--- config.mk ---
export PLATFORM = sky130hd
export DESIGN_NAME = multi_timer_deadline_queue
export DESIGN_NICKNAME = d
export VERILOG_FILES = /design/src/sv/mtdq_pkg.sv /design/src/sv/mtdq_ctrl.sv /design/src/sv/mtdq_dp.sv /design/src/sv/multi_timer_deadline_queue.sv
export VERILOG_INCLUDE_DIRS = /design/src /design/src/sv
export SDC_FILE = /design/constraint.sdc
export NUM_CORES = 2
export LEC_CHECK = 0
export ABC_CLOCK_PERIOD_IN_PS = 13200
export BUFFER_PORTS_ARGS = -buffer_cell sky130_fd_sc_hd__buf_2
export CAP_MARGIN = 15
export CORE_UTILIZATION = 45
export CTS_CLUSTER_SIZE = 25
export DETAILED_ROUTE_END_ITERATION = 10
export HOLD_SLACK_MARGIN = 0.05
export PLACE_DENSITY_LB_ADDON = 0.3
export SLEW_MARGIN = 5
export SYNTH_ARGS = -nofsm -noshare
export SYNTH_HDL_FRONTEND = slang
export SYNTH_SLANG_ARGS = --single-unit
--- constraint.sdc ---
create_clock -name i_clk -period 13.2 [get_ports i_clk]
set_input_delay 2.64 -clock i_clk [delete_from_list [all_inputs] [get_ports i_clk]]
set_output_delay 2.64 -clock i_clk [all_outputs]
set_load 0.05 [all_outputs]
--- src/sv/assert_macros.svh ---
// Assertion macros shared by the deadline queue modules.
`ifndef ASSERT_MACROS_SVH
`define ASSERT_MACROS_SVH
`ifndef ASSERT_OFF
`define MTDQ_ASSERT(lbl, prop) \
    lbl: assert property (@(posedge i_clk) disable iff (!i_rst_n) prop) \
        else $error("deadline queue assertion failed");
`define MTDQ_NEVER(lbl, cond) \
    lbl: assert property (@(posedge i_clk) disable iff (!i_rst_n) !(cond)) \
        else $error("deadline queue forbidden condition");
`else
`define MTDQ_ASSERT(lbl, prop)
`define MTDQ_NEVER(lbl, cond)
`endif
`endif

--- src/sv/mtdq_pkg.sv ---
// Shared constants and control types of the deadline queue.
`timescale 1ns / 1ps
package mtdq_pkg;
    localparam int SLOTS     = 16;
    localparam int IDX_W     = $clog2(SLOTS);
    localparam int MAX_FIRES = 16;
    localparam int CNT_W     = 5;
    localparam int TIME_W    = 63;
    localparam int PER_W     = 40;
    localparam int ID_W      = 32;
    localparam int IN_W      = 144;
    localparam int OUT_W     = 104;

    localparam logic [1:0] OP_ONESHOT  = 2'd0;
    localparam logic [1:0] OP_PERIODIC = 2'd1;
    localparam logic [1:0] OP_CANCEL   = 2'd2;
    localparam logic [1:0] OP_DRAIN    = 2'd3;

    localparam logic [1:0] ST_OK       = 2'd0;
    localparam logic [1:0] ST_FULL     = 2'd1;
    localparam logic [1:0] ST_NOTFOUND = 2'd2;

    typedef struct packed {
        logic             load;
        logic             sched;
        logic             cancel_step;
        logic             pick_step;
        logic             fire;
        logic             div_step;
        logic             upd;
        logic             min_step;
        logic             emit_load;
        logic             emit_last;
        logic [IDX_W-1:0] idx;
        logic [CNT_W-1:0] eidx;
    } t_cmd;

    typedef struct packed {
        logic             cancel_hit;
        logic             pick_found;
        logic             pick_per_zero;
        logic [CNT_W-1:0] fire_cnt;
        logic             out_free;
        logic [1:0]       op;
    } t_sts;
endpackage

--- src/sv/mtdq_ctrl.sv ---
// Sequencer of the deadline queue: scans, catch-up division and result emission.
`timescale 1ns / 1ps
`include "assert_macros.svh"
module mtdq_ctrl (
    input  logic           i_clk,
    input  logic           i_rst_n,
    input  logic           i_req_valid,
    input  logic [1:0]     i_req_op,
    output logic           o_req_ready,
    input  mtdq_pkg::t_sts i_sts,
    output mtdq_pkg::t_cmd o_cmd
);
    import mtdq_pkg::*;

    localparam logic [2:0] S_IDLE   = 3'd0;
    localparam logic [2:0] S_SCHED  = 3'd1;
    localparam logic [2:0] S_CANCEL = 3'd2;
    localparam logic [2:0] S_PICK   = 3'd3;
    localparam logic [2:0] S_FIRE   = 3'd4;
    localparam logic [2:0] S_DIV    = 3'd5;
    localparam logic [2:0] S_UPD    = 3'd6;
    localparam logic [2:0] S_MIN    = 3'd7;
    localparam logic [2:0] S_EMIT   = 3'd0;

    logic [2:0]       r_state, n_state;
    logic             r_emit, n_emit;
    logic [IDX_W-1:0] r_idx, n_idx;
    logic [5:0]       r_bit, n_bit;
    logic [CNT_W-1:0] r_eidx, n_eidx;
    logic             idx_last;
    logic [CNT_W-1:0] total;

    assign idx_last = (r_idx == IDX_W'(SLOTS - 1));
    assign total = (i_sts.op == OP_DRAIN && i_sts.fire_cnt != '0) ? i_sts.fire_cnt
                                                                   : CNT_W'(1);
    assign o_req_ready = (r_state == S_IDLE) && !r_emit;

    always_comb begin
        n_state = r_state;
        n_emit  = r_emit;
        n_idx   = r_idx;
        n_bit   = r_bit;
        n_eidx  = r_eidx;
        o_cmd   = '0;
        o_cmd.idx  = r_idx;
        o_cmd.eidx = r_eidx;
        o_cmd.emit_last = (r_eidx == total - CNT_W'(1));
        if (r_emit) begin
            // Results leave only after the whole step, so each carries the final minimum.
            if (i_sts.out_free) begin
                o_cmd.emit_load = 1'b1;
                if (o_cmd.emit_last) begin
                    n_emit = 1'b0;
                end else begin
                    n_eidx = r_eidx + CNT_W'(1);
                end
            end
        end else begin
            case (r_state)
                S_IDLE: begin
                    if (i_req_valid) begin
                        o_cmd.load = 1'b1;
                        n_idx = '0;
                        case (i_req_op)
                            OP_ONESHOT, OP_PERIODIC: n_state = S_SCHED;
                            OP_CANCEL:               n_state = S_CANCEL;
                            default:                 n_state = S_PICK;
                        endcase
                    end
                end
                S_SCHED: begin
                    o_cmd.sched = 1'b1;
                    n_state = S_MIN;
                end
                S_CANCEL: begin
                    o_cmd.cancel_step = 1'b1;
                    n_idx = r_idx + IDX_W'(1);
                    if (i_sts.cancel_hit || idx_last) begin
                        n_idx = '0;
                        n_state = S_MIN;
                    end
                end
                S_PICK: begin
                    o_cmd.pick_step = 1'b1;
                    n_idx = r_idx + IDX_W'(1);
                    if (idx_last) begin
                        n_idx = '0;
                        n_state = S_FIRE;
                    end
                end
                S_FIRE: begin
                    if (!i_sts.pick_found) begin
                        n_state = S_MIN;
                    end else begin
                        o_cmd.fire = 1'b1;
                        if (!i_sts.pick_per_zero) begin
                            n_bit = 6'(TIME_W - 1);
                            n_state = S_DIV;
                        end else if (i_sts.fire_cnt == CNT_W'(MAX_FIRES - 1)) begin
                            n_state = S_MIN;
                        end else begin
                            n_state = S_PICK;
                        end
                    end
                end
                S_DIV: begin
                    o_cmd.div_step = 1'b1;
                    n_bit = r_bit - 6'd1;
                    if (r_bit == '0) begin
                        n_state = S_UPD;
                    end
                end
                S_UPD: begin
                    o_cmd.upd = 1'b1;
                    n_state = (i_sts.fire_cnt == CNT_W'(MAX_FIRES)) ? S_MIN : S_PICK;
                end
                S_MIN: begin
                    o_cmd.min_step = 1'b1;
                    n_idx = r_idx + IDX_W'(1);
                    if (idx_last) begin
                        n_idx = '0;
                        n_eidx = '0;
                        n_emit = 1'b1;
                        n_state = S_EMIT;
                    end
                end
                default: n_state = S_IDLE;
            endcase
        end
    end

    always_ff @(posedge i_clk) begin
        if (!i_rst_n) begin
            r_state <= S_IDLE;
            r_emit  <= 1'b0;
            r_idx   <= '0;
            r_bit   <= '0;
            r_eidx  <= '0;
        end else begin
            r_state <= n_state;
            r_emit  <= n_emit;
            r_idx   <= n_idx;
            r_bit   <= n_bit;
            r_eidx  <= n_eidx;
        end
    end

    `MTDQ_NEVER(a_emit_busy, r_emit && r_state != S_IDLE)
    `MTDQ_ASSERT(a_fire_found, o_cmd.fire |-> i_sts.pick_found)
    `MTDQ_ASSERT(a_load_idle, o_cmd.load |=> !o_req_ready)
endmodule

--- src/sv/mtdq_dp.sv ---
// Timer table, scan trackers, catch-up remainder unit and result register.
`timescale 1ns / 1ps
`include "assert_macros.svh"
module mtdq_dp (
    input  logic                      i_clk,
    input  logic                      i_rst_n,
    input  logic [mtdq_pkg::IN_W-1:0] i_req_data,
    input  mtdq_pkg::t_cmd            i_cmd,
    output mtdq_pkg::t_sts            o_sts,
    input  logic                      i_res_ready,
    output logic                      o_res_valid,
    output logic [mtdq_pkg::OUT_W-1:0] o_res_data,
    output logic                      o_res_last
);
    import mtdq_pkg::*;

    logic [SLOTS-1:0]  r_valid;
    logic [ID_W-1:0]   r_id  [SLOTS];
    logic [TIME_W-1:0] r_dl  [SLOTS];
    logic [PER_W-1:0]  r_per [SLOTS];
    logic [ID_W-1:0]   r_ctr;
    logic [ID_W-1:0]   r_buf [MAX_FIRES];

    logic [1:0]        r_op;
    logic [TIME_W-1:0] r_now;
    logic [PER_W-1:0]  r_dp;
    logic [ID_W-1:0]   r_tid;
    logic              r_hit;
    logic [1:0]        r_sst;
    logic [ID_W-1:0]   r_sid;
    logic [CNT_W-1:0]  r_cnt;

    logic              r_pfound;
    logic [IDX_W-1:0]  r_pslot;
    logic [TIME_W-1:0] r_pdl;
    logic [PER_W-1:0]  r_pper;
    logic [ID_W-1:0]   r_pid;
    logic [TIME_W-1:0] r_dvd;
    logic [PER_W-1:0]  r_rem;
    logic              r_mfound;
    logic [TIME_W-1:0] r_mdl;

    logic              r_ovalid;
    logic [OUT_W-1:0]  r_odata;
    logic              r_olast;

    logic [IDX_W-1:0]  free_slot;
    logic              free_any;
    logic [TIME_W:0]   sum;
    logic              due, hit;
    logic [PER_W:0]    trial;
    logic [TIME_W:0]   nd;
    logic [1:0]        o_st;
    logic [ID_W-1:0]   o_id;
    logic              o_fired;
    logic [CNT_W-1:0]  o_cnt;

    always_comb begin
        free_slot = '0;
        free_any  = 1'b0;
        for (int s = SLOTS - 1; s >= 0; s--) begin
            if (!r_valid[s]) begin
                free_slot = IDX_W'(s);
                free_any  = 1'b1;
            end
        end
    end

    assign sum   = {1'b0, r_now} + {{(TIME_W - PER_W + 1){1'b0}}, r_dp};
    assign due   = r_valid[i_cmd.idx] && (r_dl[i_cmd.idx] <= r_now);
    assign hit   = r_valid[i_cmd.idx] && (r_id[i_cmd.idx] == r_tid);
    assign trial = {r_rem, r_dvd[TIME_W-1]};
    // Next deadline is now minus (now - deadline) mod period, plus one period.
    assign nd    = {1'b0, r_now} - {{(TIME_W - PER_W + 1){1'b0}}, r_rem}
                 + {{(TIME_W - PER_W + 1){1'b0}}, r_pper};

    always_ff @(posedge i_clk) begin
        if (!i_rst_n) begin
            r_valid <= '0;
            r_ctr   <= '0;
            r_cnt   <= '0;
            r_hit   <= 1'b0;
        end else begin
            if (i_cmd.load) begin
                r_cnt <= '0;
                r_hit <= 1'b0;
            end
            if (i_cmd.sched && free_any) begin
                r_valid[free_slot] <= 1'b1;
                r_ctr <= r_ctr + ID_W'(1);
            end
            if (i_cmd.cancel_step && hit) begin
                r_valid[i_cmd.idx] <= 1'b0;
                r_hit <= 1'b1;
            end
            if (i_cmd.fire) begin
                r_cnt <= r_cnt + CNT_W'(1);
                if (r_pper == '0) begin
                    r_valid[r_pslot] <= 1'b0;
                end
            end
            if (i_cmd.upd && nd[TIME_W]) begin
                r_valid[r_pslot] <= 1'b0;
            end
        end
    end

    always_ff @(posedge i_clk) begin
        if (i_cmd.load) begin
            r_op  <= i_req_data[1:0];
            r_now <= i_req_data[TIME_W+1:2];
            r_dp  <= i_req_data[TIME_W+PER_W+1:TIME_W+2];
            r_tid <= i_req_data[TIME_W+PER_W+ID_W+1:TIME_W+PER_W+2];
        end
        if (i_cmd.sched) begin
            r_sst <= free_any ? ST_OK : ST_FULL;
            r_sid <= free_any ? r_ctr : '0;
            if (free_any) begin
                r_id[free_slot]  <= r_ctr;
                r_dl[free_slot]  <= sum[TIME_W] ? {TIME_W{1'b1}} : sum[TIME_W-1:0];
                r_per[free_slot] <= (r_op == OP_PERIODIC) ? r_dp : '0;
            end
        end
        if (i_cmd.pick_step) begin
            if (i_cmd.idx == '0 || !r_pfound) begin
                r_pfound <= due;
            end
            if (due && (i_cmd.idx == '0 || !r_pfound || r_dl[i_cmd.idx] < r_pdl)) begin
                r_pslot <= i_cmd.idx;
                r_pdl   <= r_dl[i_cmd.idx];
                r_pper  <= r_per[i_cmd.idx];
                r_pid   <= r_id[i_cmd.idx];
            end
        end
        if (i_cmd.fire) begin
            r_buf[r_cnt[IDX_W-1:0]] <= r_pid;
            r_dvd <= r_now - r_pdl;
            r_rem <= '0;
        end
        if (i_cmd.div_step) begin
            r_dvd <= {r_dvd[TIME_W-2:0], 1'b0};
            r_rem <= (trial >= {1'b0, r_pper}) ? PER_W'(trial - {1'b0, r_pper})
                                               : trial[PER_W-1:0];
        end
        if (i_cmd.upd && !nd[TIME_W]) begin
            r_dl[r_pslot] <= nd[TIME_W-1:0];
        end
        if (i_cmd.min_step) begin
            if (i_cmd.idx == '0 || !r_mfound) begin
                r_mfound <= r_valid[i_cmd.idx];
            end
            if (r_valid[i_cmd.idx] &&
                (i_cmd.idx == '0 || !r_mfound || r_dl[i_cmd.idx] < r_mdl)) begin
                r_mdl <= r_dl[i_cmd.idx];
            end
        end
    end

    always_comb begin
        o_st    = ST_OK;
        o_id    = '0;
        o_fired = 1'b0;
        o_cnt   = '0;
        case (r_op)
            OP_ONESHOT, OP_PERIODIC: begin
                o_st = r_sst;
                o_id = r_sid;
            end
            OP_CANCEL: begin
                o_st = r_hit ? ST_OK : ST_NOTFOUND;
                o_id = r_tid;
            end
            default: begin
                if (r_cnt != '0) begin
                    o_id    = r_buf[i_cmd.eidx[IDX_W-1:0]];
                    o_fired = 1'b1;
                    o_cnt   = i_cmd.eidx + CNT_W'(1);
                end
            end
        endcase
    end

    always_ff @(posedge i_clk) begin
        if (!i_rst_n) begin
            r_ovalid <= 1'b0;
        end else if (i_cmd.emit_load) begin
            r_ovalid <= 1'b1;
        end else if (i_res_ready) begin
            r_ovalid <= 1'b0;
        end
    end

    always_ff @(posedge i_clk) begin
        if (i_cmd.emit_load) begin
            r_odata <= {r_mfound, (r_mfound ? r_mdl : {TIME_W{1'b0}}),
                        o_cnt, o_fired, o_id, o_st};
            r_olast <= i_cmd.emit_last;
        end
    end

    assign o_res_valid = r_ovalid;
    assign o_res_data  = r_odata;
    assign o_res_last  = r_olast;

    assign o_sts.cancel_hit    = hit;
    assign o_sts.pick_found    = r_pfound;
    assign o_sts.pick_per_zero = (r_pper == '0);
    assign o_sts.fire_cnt      = r_cnt;
    assign o_sts.out_free      = !r_ovalid || i_res_ready;
    assign o_sts.op            = r_op;

    `MTDQ_NEVER(a_cnt_range, r_cnt > CNT_W'(MAX_FIRES))
    `MTDQ_ASSERT(a_rem_range, i_cmd.upd |-> (r_rem < r_pper))
    `MTDQ_NEVER(a_emit_over, i_cmd.emit_load && r_ovalid && !i_res_ready)
endmodule

--- src/sv/multi_timer_deadline_queue.sv ---
// Top level of the timer deadline queue: sequencer plus timer table datapath.
//
//  channel   | direction | tdata bits                                   | tlast
//  s_axis    | in        | opcode, now_time, delay_or_period, target_id | -
//  m_axis    | out       | status, timer_id, fired, fired_count,        | last
//            |           | next_deadline, next_valid                    |
//
// Schedule writes a free slot; cancel scans slots up to the hit; both then scan for the minimum.
// Drain repeats a pick pass over all slots, with a bit-serial remainder step
// for each periodic timer fired, then scans all slots for the minimum.
// Results are buffered and sent after the whole step; a stalled m_axis holds the rest.
// Reset is synchronous and active low; it empties the table and zeroes the id counter.
`timescale 1ns / 1ps
module multi_timer_deadline_queue (
    input  logic         i_clk,
    input  logic         i_rst_n,
    input  logic         i_s_axis_tvalid,
    output logic         o_s_axis_tready,
    // opcode[1:0], now_time[64:2], delay_or_period[104:65], target_id[136:105]
    input  logic [143:0] i_s_axis_tdata,
    output logic         o_m_axis_tvalid,
    input  logic         i_m_axis_tready,
    // status[1:0], timer_id[33:2], fired[34], fired_count[39:35],
    // next_deadline[102:40], next_valid[103]
    output logic [103:0] o_m_axis_tdata,
    output logic         o_m_axis_tlast
);
    import mtdq_pkg::*;

    t_cmd cmd;
    t_sts sts;

    mtdq_ctrl u_ctrl (
        .i_clk       (i_clk),
        .i_rst_n     (i_rst_n),
        .i_req_valid (i_s_axis_tvalid),
        .i_req_op    (i_s_axis_tdata[1:0]),
        .o_req_ready (o_s_axis_tready),
        .i_sts       (sts),
        .o_cmd       (cmd)
    );

    mtdq_dp u_dp (
        .i_clk       (i_clk),
        .i_rst_n     (i_rst_n),
        .i_req_data  (i_s_axis_tdata),
        .i_cmd       (cmd),
        .o_sts       (sts),
        .i_res_ready (i_m_axis_tready),
        .o_res_valid (o_m_axis_tvalid),
        .o_res_data  (o_m_axis_tdata),
        .o_res_last  (o_m_axis_tlast)
    );
endmodule

## Word-level counts from Yosys, hierarchy flattened

Memory sizes are Yosys's and may differ from the RTL's. A register that Yosys moved wholly into a read port is not among the register bits.
Cells that the tools add are included.

| storage, ports and cells | value |
|---|---|
| memories kept | 4 |
| bits in writable memories | 2672 |
| flip-flop bits (word level) | 617 |
| logic and storage cells | 267 |
| output and inout bits | 107 |

| cells by class | value |
|---|---|
| order comparisons | 10 |
| mux-type cells | 125 |
| bitwise gates (word level) | 8 |
| reductions and logical operators | 53 |
| equal/unequal tests | 26 |
| add/sub/neg operators | 11 |

Memory list:

| name | words | bits a word | rd ports | clocked after memory_dff | write ports | RTL line | source |
|---|---|---|---|---|---|---|---|
| u_dp.r_dl | 16 | 63 | 1 | 1 | 1 | mtdq_dp.sv:19 | `logic [TIME_W-1:0] r_dl [SLOTS];` |
| u_dp.r_per | 16 | 40 | 1 | 1 | 1 | mtdq_dp.sv:20 | `logic [PER_W-1:0] r_per [SLOTS];` |
| u_dp.r_buf | 16 | 32 | 1 | 1 | 1 | mtdq_dp.sv:22 | `logic [ID_W-1:0] r_buf [MAX_FIRES];` |
| u_dp.r_id | 16 | 32 | 1 | 1 | 1 | mtdq_dp.sv:18 | `logic [ID_W-1:0] r_id [SLOTS];` |

Operators by type and width:

| cell | count |
|---|---|
| $mux W63 | 4 |
| $mux W40 | 4 |
| $mux W16 | 8 |
| $lt A63 B63 Y1 | 2 |
| $mux W4 | 26 |
| $add A63 B40 Y64 | 1 |
| $add A64 B40 Y64 | 1 |
| $pmux W32 S2 | 1 |
| $sub A63 B40 Y64 | 1 |
| $le A63 B63 Y1 | 1 |
| $reduce_or A63 Y1 | 1 |
| $sub A63 B63 Y63 | 1 |
| $mux W1 | 51 |
| $and A16 B16 Y16 | 3 |
| $ge A41 B40 Y1 | 1 |
| $logic_not A40 Y1 | 1 |
| $mux W5 | 8 |
| $sub A40 B40 Y40 | 1 |
| $add A32 B1 Y32 const B | 1 |
| $eq A32 B32 Y1 | 1 |
| $mux W32 | 1 |
| $not A16 Y16 | 2 |
| $mux W3 | 9 |
| $pmux W3 S8 | 1 |
| 44 further kinds | 102 |

## Depth between registers and ports, before layout

| logic depth | value |
|---|---|
| word-level depth | 32 |
| depth in mapped cells | 21 |

## Modules after synthesis

A second synthesis with hierarchy kept.

| second synthesis, totals | value |
|---|---|
| cells, all modules | 9621 |
| area, all modules | 155749.4 sq um |

By module, submodules not included:

| module | sequential area each (sq um) | area an instance (sq um) | cells each | instances |
|---|---|---|---|---|
| mtdq_dp | 98804.8 | 154384.3 | 9439 | 1 |
| mtdq_ctrl | 380.4 | 1365.1 | 182 | 1 |

## Worst setup path after synthesis

OpenSTA, ideal clock, no wires.

| path | value |
|---|---|
| kind | reg-to-reg |
| from | register (tool-made name) |
| to | register u_dp.r_pdl[0] (read register of u_dp.r_dl), enable pin |
| library setup time | 0.684 ns |
| slack | 0.998 ns |
| clock period less this slack | 12.202 ns |
| cell stages (with the launch flop) | 22 |
| arrival | 11.518 ns |
| cells stage by stage | dfxtp_1 buf_6 buf_6 buf_4 buf_6 buf_2 clkbuf_1 buf_1 mux4_2 mux4_2 ha_1 a21o_1 a21o_1 a21o_1 a21o_1 a21oi_1 o211ai_1 a211oi_1 o21ai_0 a21boi_0 o21ai_0 a21oi_1 |

RTL lines:

| item | RTL line | source |
|---|---|---|
| to (decl) | mtdq_dp.sv:35 | `logic [TIME_W-1:0] r_pdl;` |

==> flow_summary.json <==
{
  "outcome": "finished clean",
  "critical_path_class": "reg2reg",
  "avgSynthCellArea_um2": 17.3,
  "relSlewSlack_pct": 14.2,
  "area.growth.synth_to_final_pct": 12.6,
  "pin_count": 255,
  "post_cts_resized": 0,
  "finalClockSkew_ns": 0.0730,
  "first_pass_iters": 7,
  "final_cells": 13400,
  "synth_seq_cells": 3336,
  "cts_tree": "built",
  "r2r_slack_ns": 4.86,
  "period_needed_ns": 8.34,
  "syn_inst": 8404,
  "syn_nets": 9024,
  "max-vdd-ir-drop_mv": 0.137,
  "dp_cells": 12800,
  "hold_viol": 0,
  "rsz0062_at_grt": "false",
  "yosysSeqAreaShare_pct": 68.5,
  "setup_viol": 0,
  "worst_pin_slew_ns": 1.29,
  "startpoint_type": "register",
  "io_buffers": 247,
  "grt_util_all_layers_pct": 23.4,
  "clk_pin_slew_ns": 0.06,
  "wl_mm": 385,
  "min_path_type": "reg2reg",
  "worst_setup_path_end_kind": "register",
  "grt_pass1_vias": 79000,
  "syn_area_um2": 145000,
  "total_power_w": 0.0306,
  "synth-edff-count": 3253,
  "async_reset_ff_share_pct": 0,
  "worstRegToRegCells": 18,
  "grt-ovfl-total": 0,
  "wl_per_cell_um": 28.6,
  "die_w_um": 570,
  "grt_first_pass_wirelength_mm": 552,
  "layout.nets": 9465,
  "clockRootBuffer": "clkbuf_16",
  "ant_nets": 0,
  "grt_start_max_net_pins": 130,
  "timing.rr.end": "u_dp.r_pid[8]$_DFFE_PP_",
  "die_h_um": 570,
  "globalplace.congestion": 0.941,
  "start_util_pct": 45.2,
  "clock_path_buffers": 4,
  "dieArea_um2": 325000,
  "timing.final.crit_share_pct": 63.2,
  "cp_data_required_time_ns": 13.70,
  "yosys_warnings": 0,
  "drc": 0,
  "place_hpwl_mm": 239,
  "ctsHoldBuffers": 0,
  "cts_htree_levels": 5,
  "numCtsBuffers": 348,
  "antenna_found_initial": 15,
  "worstPathArrival_ns": 8.84,
  "clock_latency_ns": 0.94,
  "hold_path.startpoint": "u_ctrl.r_bit[5]$_SDFFE_PN0P_",
  "viasPerCell": 5.94,
  "drt-initial-drc-count": 8936,
  "setup_tns_ns": 0,
  "drive_above_1_share_pct": 20.5,
  "core_area_um2": 321000,
  "vias": 79900,
  "fmax_ghz": 0.120,
  "cellLeakagePower_nw": 54.3,
  "hold-path-cell-count": 2,
  "power_density_nw_per_um2": 187,
  "cts.sinks": 3336,
  "fill_cells": 25800,
  "hold_end": "u_ctrl.r_bit[5]$_SDFFE_PN0P_",
  "cap_violations": 0,
  "crit_fanout": 47,
  "post_cts_buffers": 0,
  "ys.flop_type": "edfxtp_1",
  "num_rows": 208,
  "report.final.slew_viol_count": 0,
  "synth_cell_types": 102
}
## worst max path at each step
stage               startpoint                  endpoint  slack, ns  cells past startpoint
finish                register   u_dp.r_pid[8]$_DFFE_PP_       4.86                     18
global route          register   u_dp.r_pid[8]$_DFFE_PP_       4.54                     18
CTS                   register   u_dp.r_pid[8]$_DFFE_PP_       4.89                     18
detailed placement    register  u_dp.r_pid[17]$_DFFE_PP_       4.92                     18
global placement      register  u_dp.r_pid[27]$_DFFE_PP_       4.88                     18
floorplan             register   u_dp.r_pdl[0]$_DFFE_PP_        1.0                     21
## power breakdown
group,switching (W),leakage (nW),internal [W]
clock,0.00413,5.44,0.00558
sequential,0.000427,30.0,0.0130
combinational,0.00469,18.8,0.00275
## flip-flops by register name, indices dropped and copies added (netlist names), 40 cells and up, named ones only
signal and count:
u_dp.r_now 63, u_dp.r_dp 40, u_dp.r_pper 40, u_dp.r_dvd 63, u_dp.r_id 512, u_dp.o_res_data 104, u_dp.r_mdl 63, u_dp.r_dl 1008
u_dp.r_per 640, u_dp.r_buf 512, u_dp.r_pdl 63, u_dp.r_rem 40
## worst max-delay path, stage by stage (launching register included)
cell	delay, ns
dfxtp_4	0.83
buf_4	0.61
buf_4	0.43
mux4_2	0.58
mux4_2	0.57
ha_1	0.34
nor2b_1	0.14
o21a_1	0.16
o21ai_0	0.17
a21oi_1	0.11
o31ai_1	0.67
a21oi_1	0.18
a211oi_1	0.91
o21ai_0	0.23
a21boi_0	0.25
o21ai_0	0.19
a21oi_4	0.15
buf_4	0.52
buf_4	0.74
## through the flow
step	setup slack [ns]	util [%]	instance area, um2	hold slack (ns)
5_1_grt	4.54	50.9	163000	0.498
6_report	4.86	50.9	163000	0.465
3_5_place_dp	4.92	47.4	152000	0.457
2_1_floorplan	0.998	-	145000	0.406
4_1_cts	4.89	50.9	163000	0.466
3_3_place_gp	4.88	47.4	152000	0.460
## Yosys cell counts, types with 101 or more instances
master	instances	area, um2
nor2_1	279	1050
nor2b_1	105	657
clkbuf_1	230	863
a21o_1	161	1210
and2_1	164	1030
xnor2_1	190	1660
nand2_1	320	1200
nand4_1	101	632
a21oi_1	331	1660
o21ai_0	365	1830
mux4_2	779	17500
ha_1	429	5370
edfxtp_1	3253	97700
inv_1	447	1680
## cell type report
class | instances | area (um2) | share of cell area [%]
flip-flops and latches | 3336 | 99400 | 60.8
multi-input cells | 4275 | 42900 | 26.3
clock buffers | 432 | 9210 | 5.64
well taps | 4305 | 5390 | 3.30
repair buffers | 436 | 2740 | 1.68
clock inverters | 202 | 2010 | 1.23
inverters | 448 | 1690 | 1.03
diodes | 11 | 27.5 | 0.0169
## cells by family after synthesis
family	Yosys count	synth area share (%)
AND/OR/NAND/NOR	1319	4.64
AO/OA/AOI/OAI	1285	5.60
multiplexers	914	13.1
XOR/XNOR	285	1.72
buffers and inverters	793	2.21
flip-flops	3336	68.5
adder cells (fa/ha/maj)	472	4.29
## routing by layer
metal	vias up	global-route usage, %	wire length [um]
li1	34300	-	-
met3	550	3.10	28100
met5	-	0	13
met4	2	6.97	11200
met2	3389	37.5	182000
met1	41600	33.5	163000
## cell usage in the layout, fill, tap and decap left out, drive strengths merged, types with 49 or more instances in the layout
cell type / count
edfxtp: 3253
mux4: 781
inv: 463
buf: 435
clkbuf: 433
ha: 429
o21ai: 370
a21oi: 332
nand2: 321
nor2: 284
xnor2: 190
and2: 164
a21o: 161
clkinv: 136
nor2b: 105
nand4: 101
mux2i: 96
xor2: 95
nand3: 87
dfxtp: 83
nor3: 63
a22oi: 50
a31oi: 49
Power figures use the tool's default switching activity.
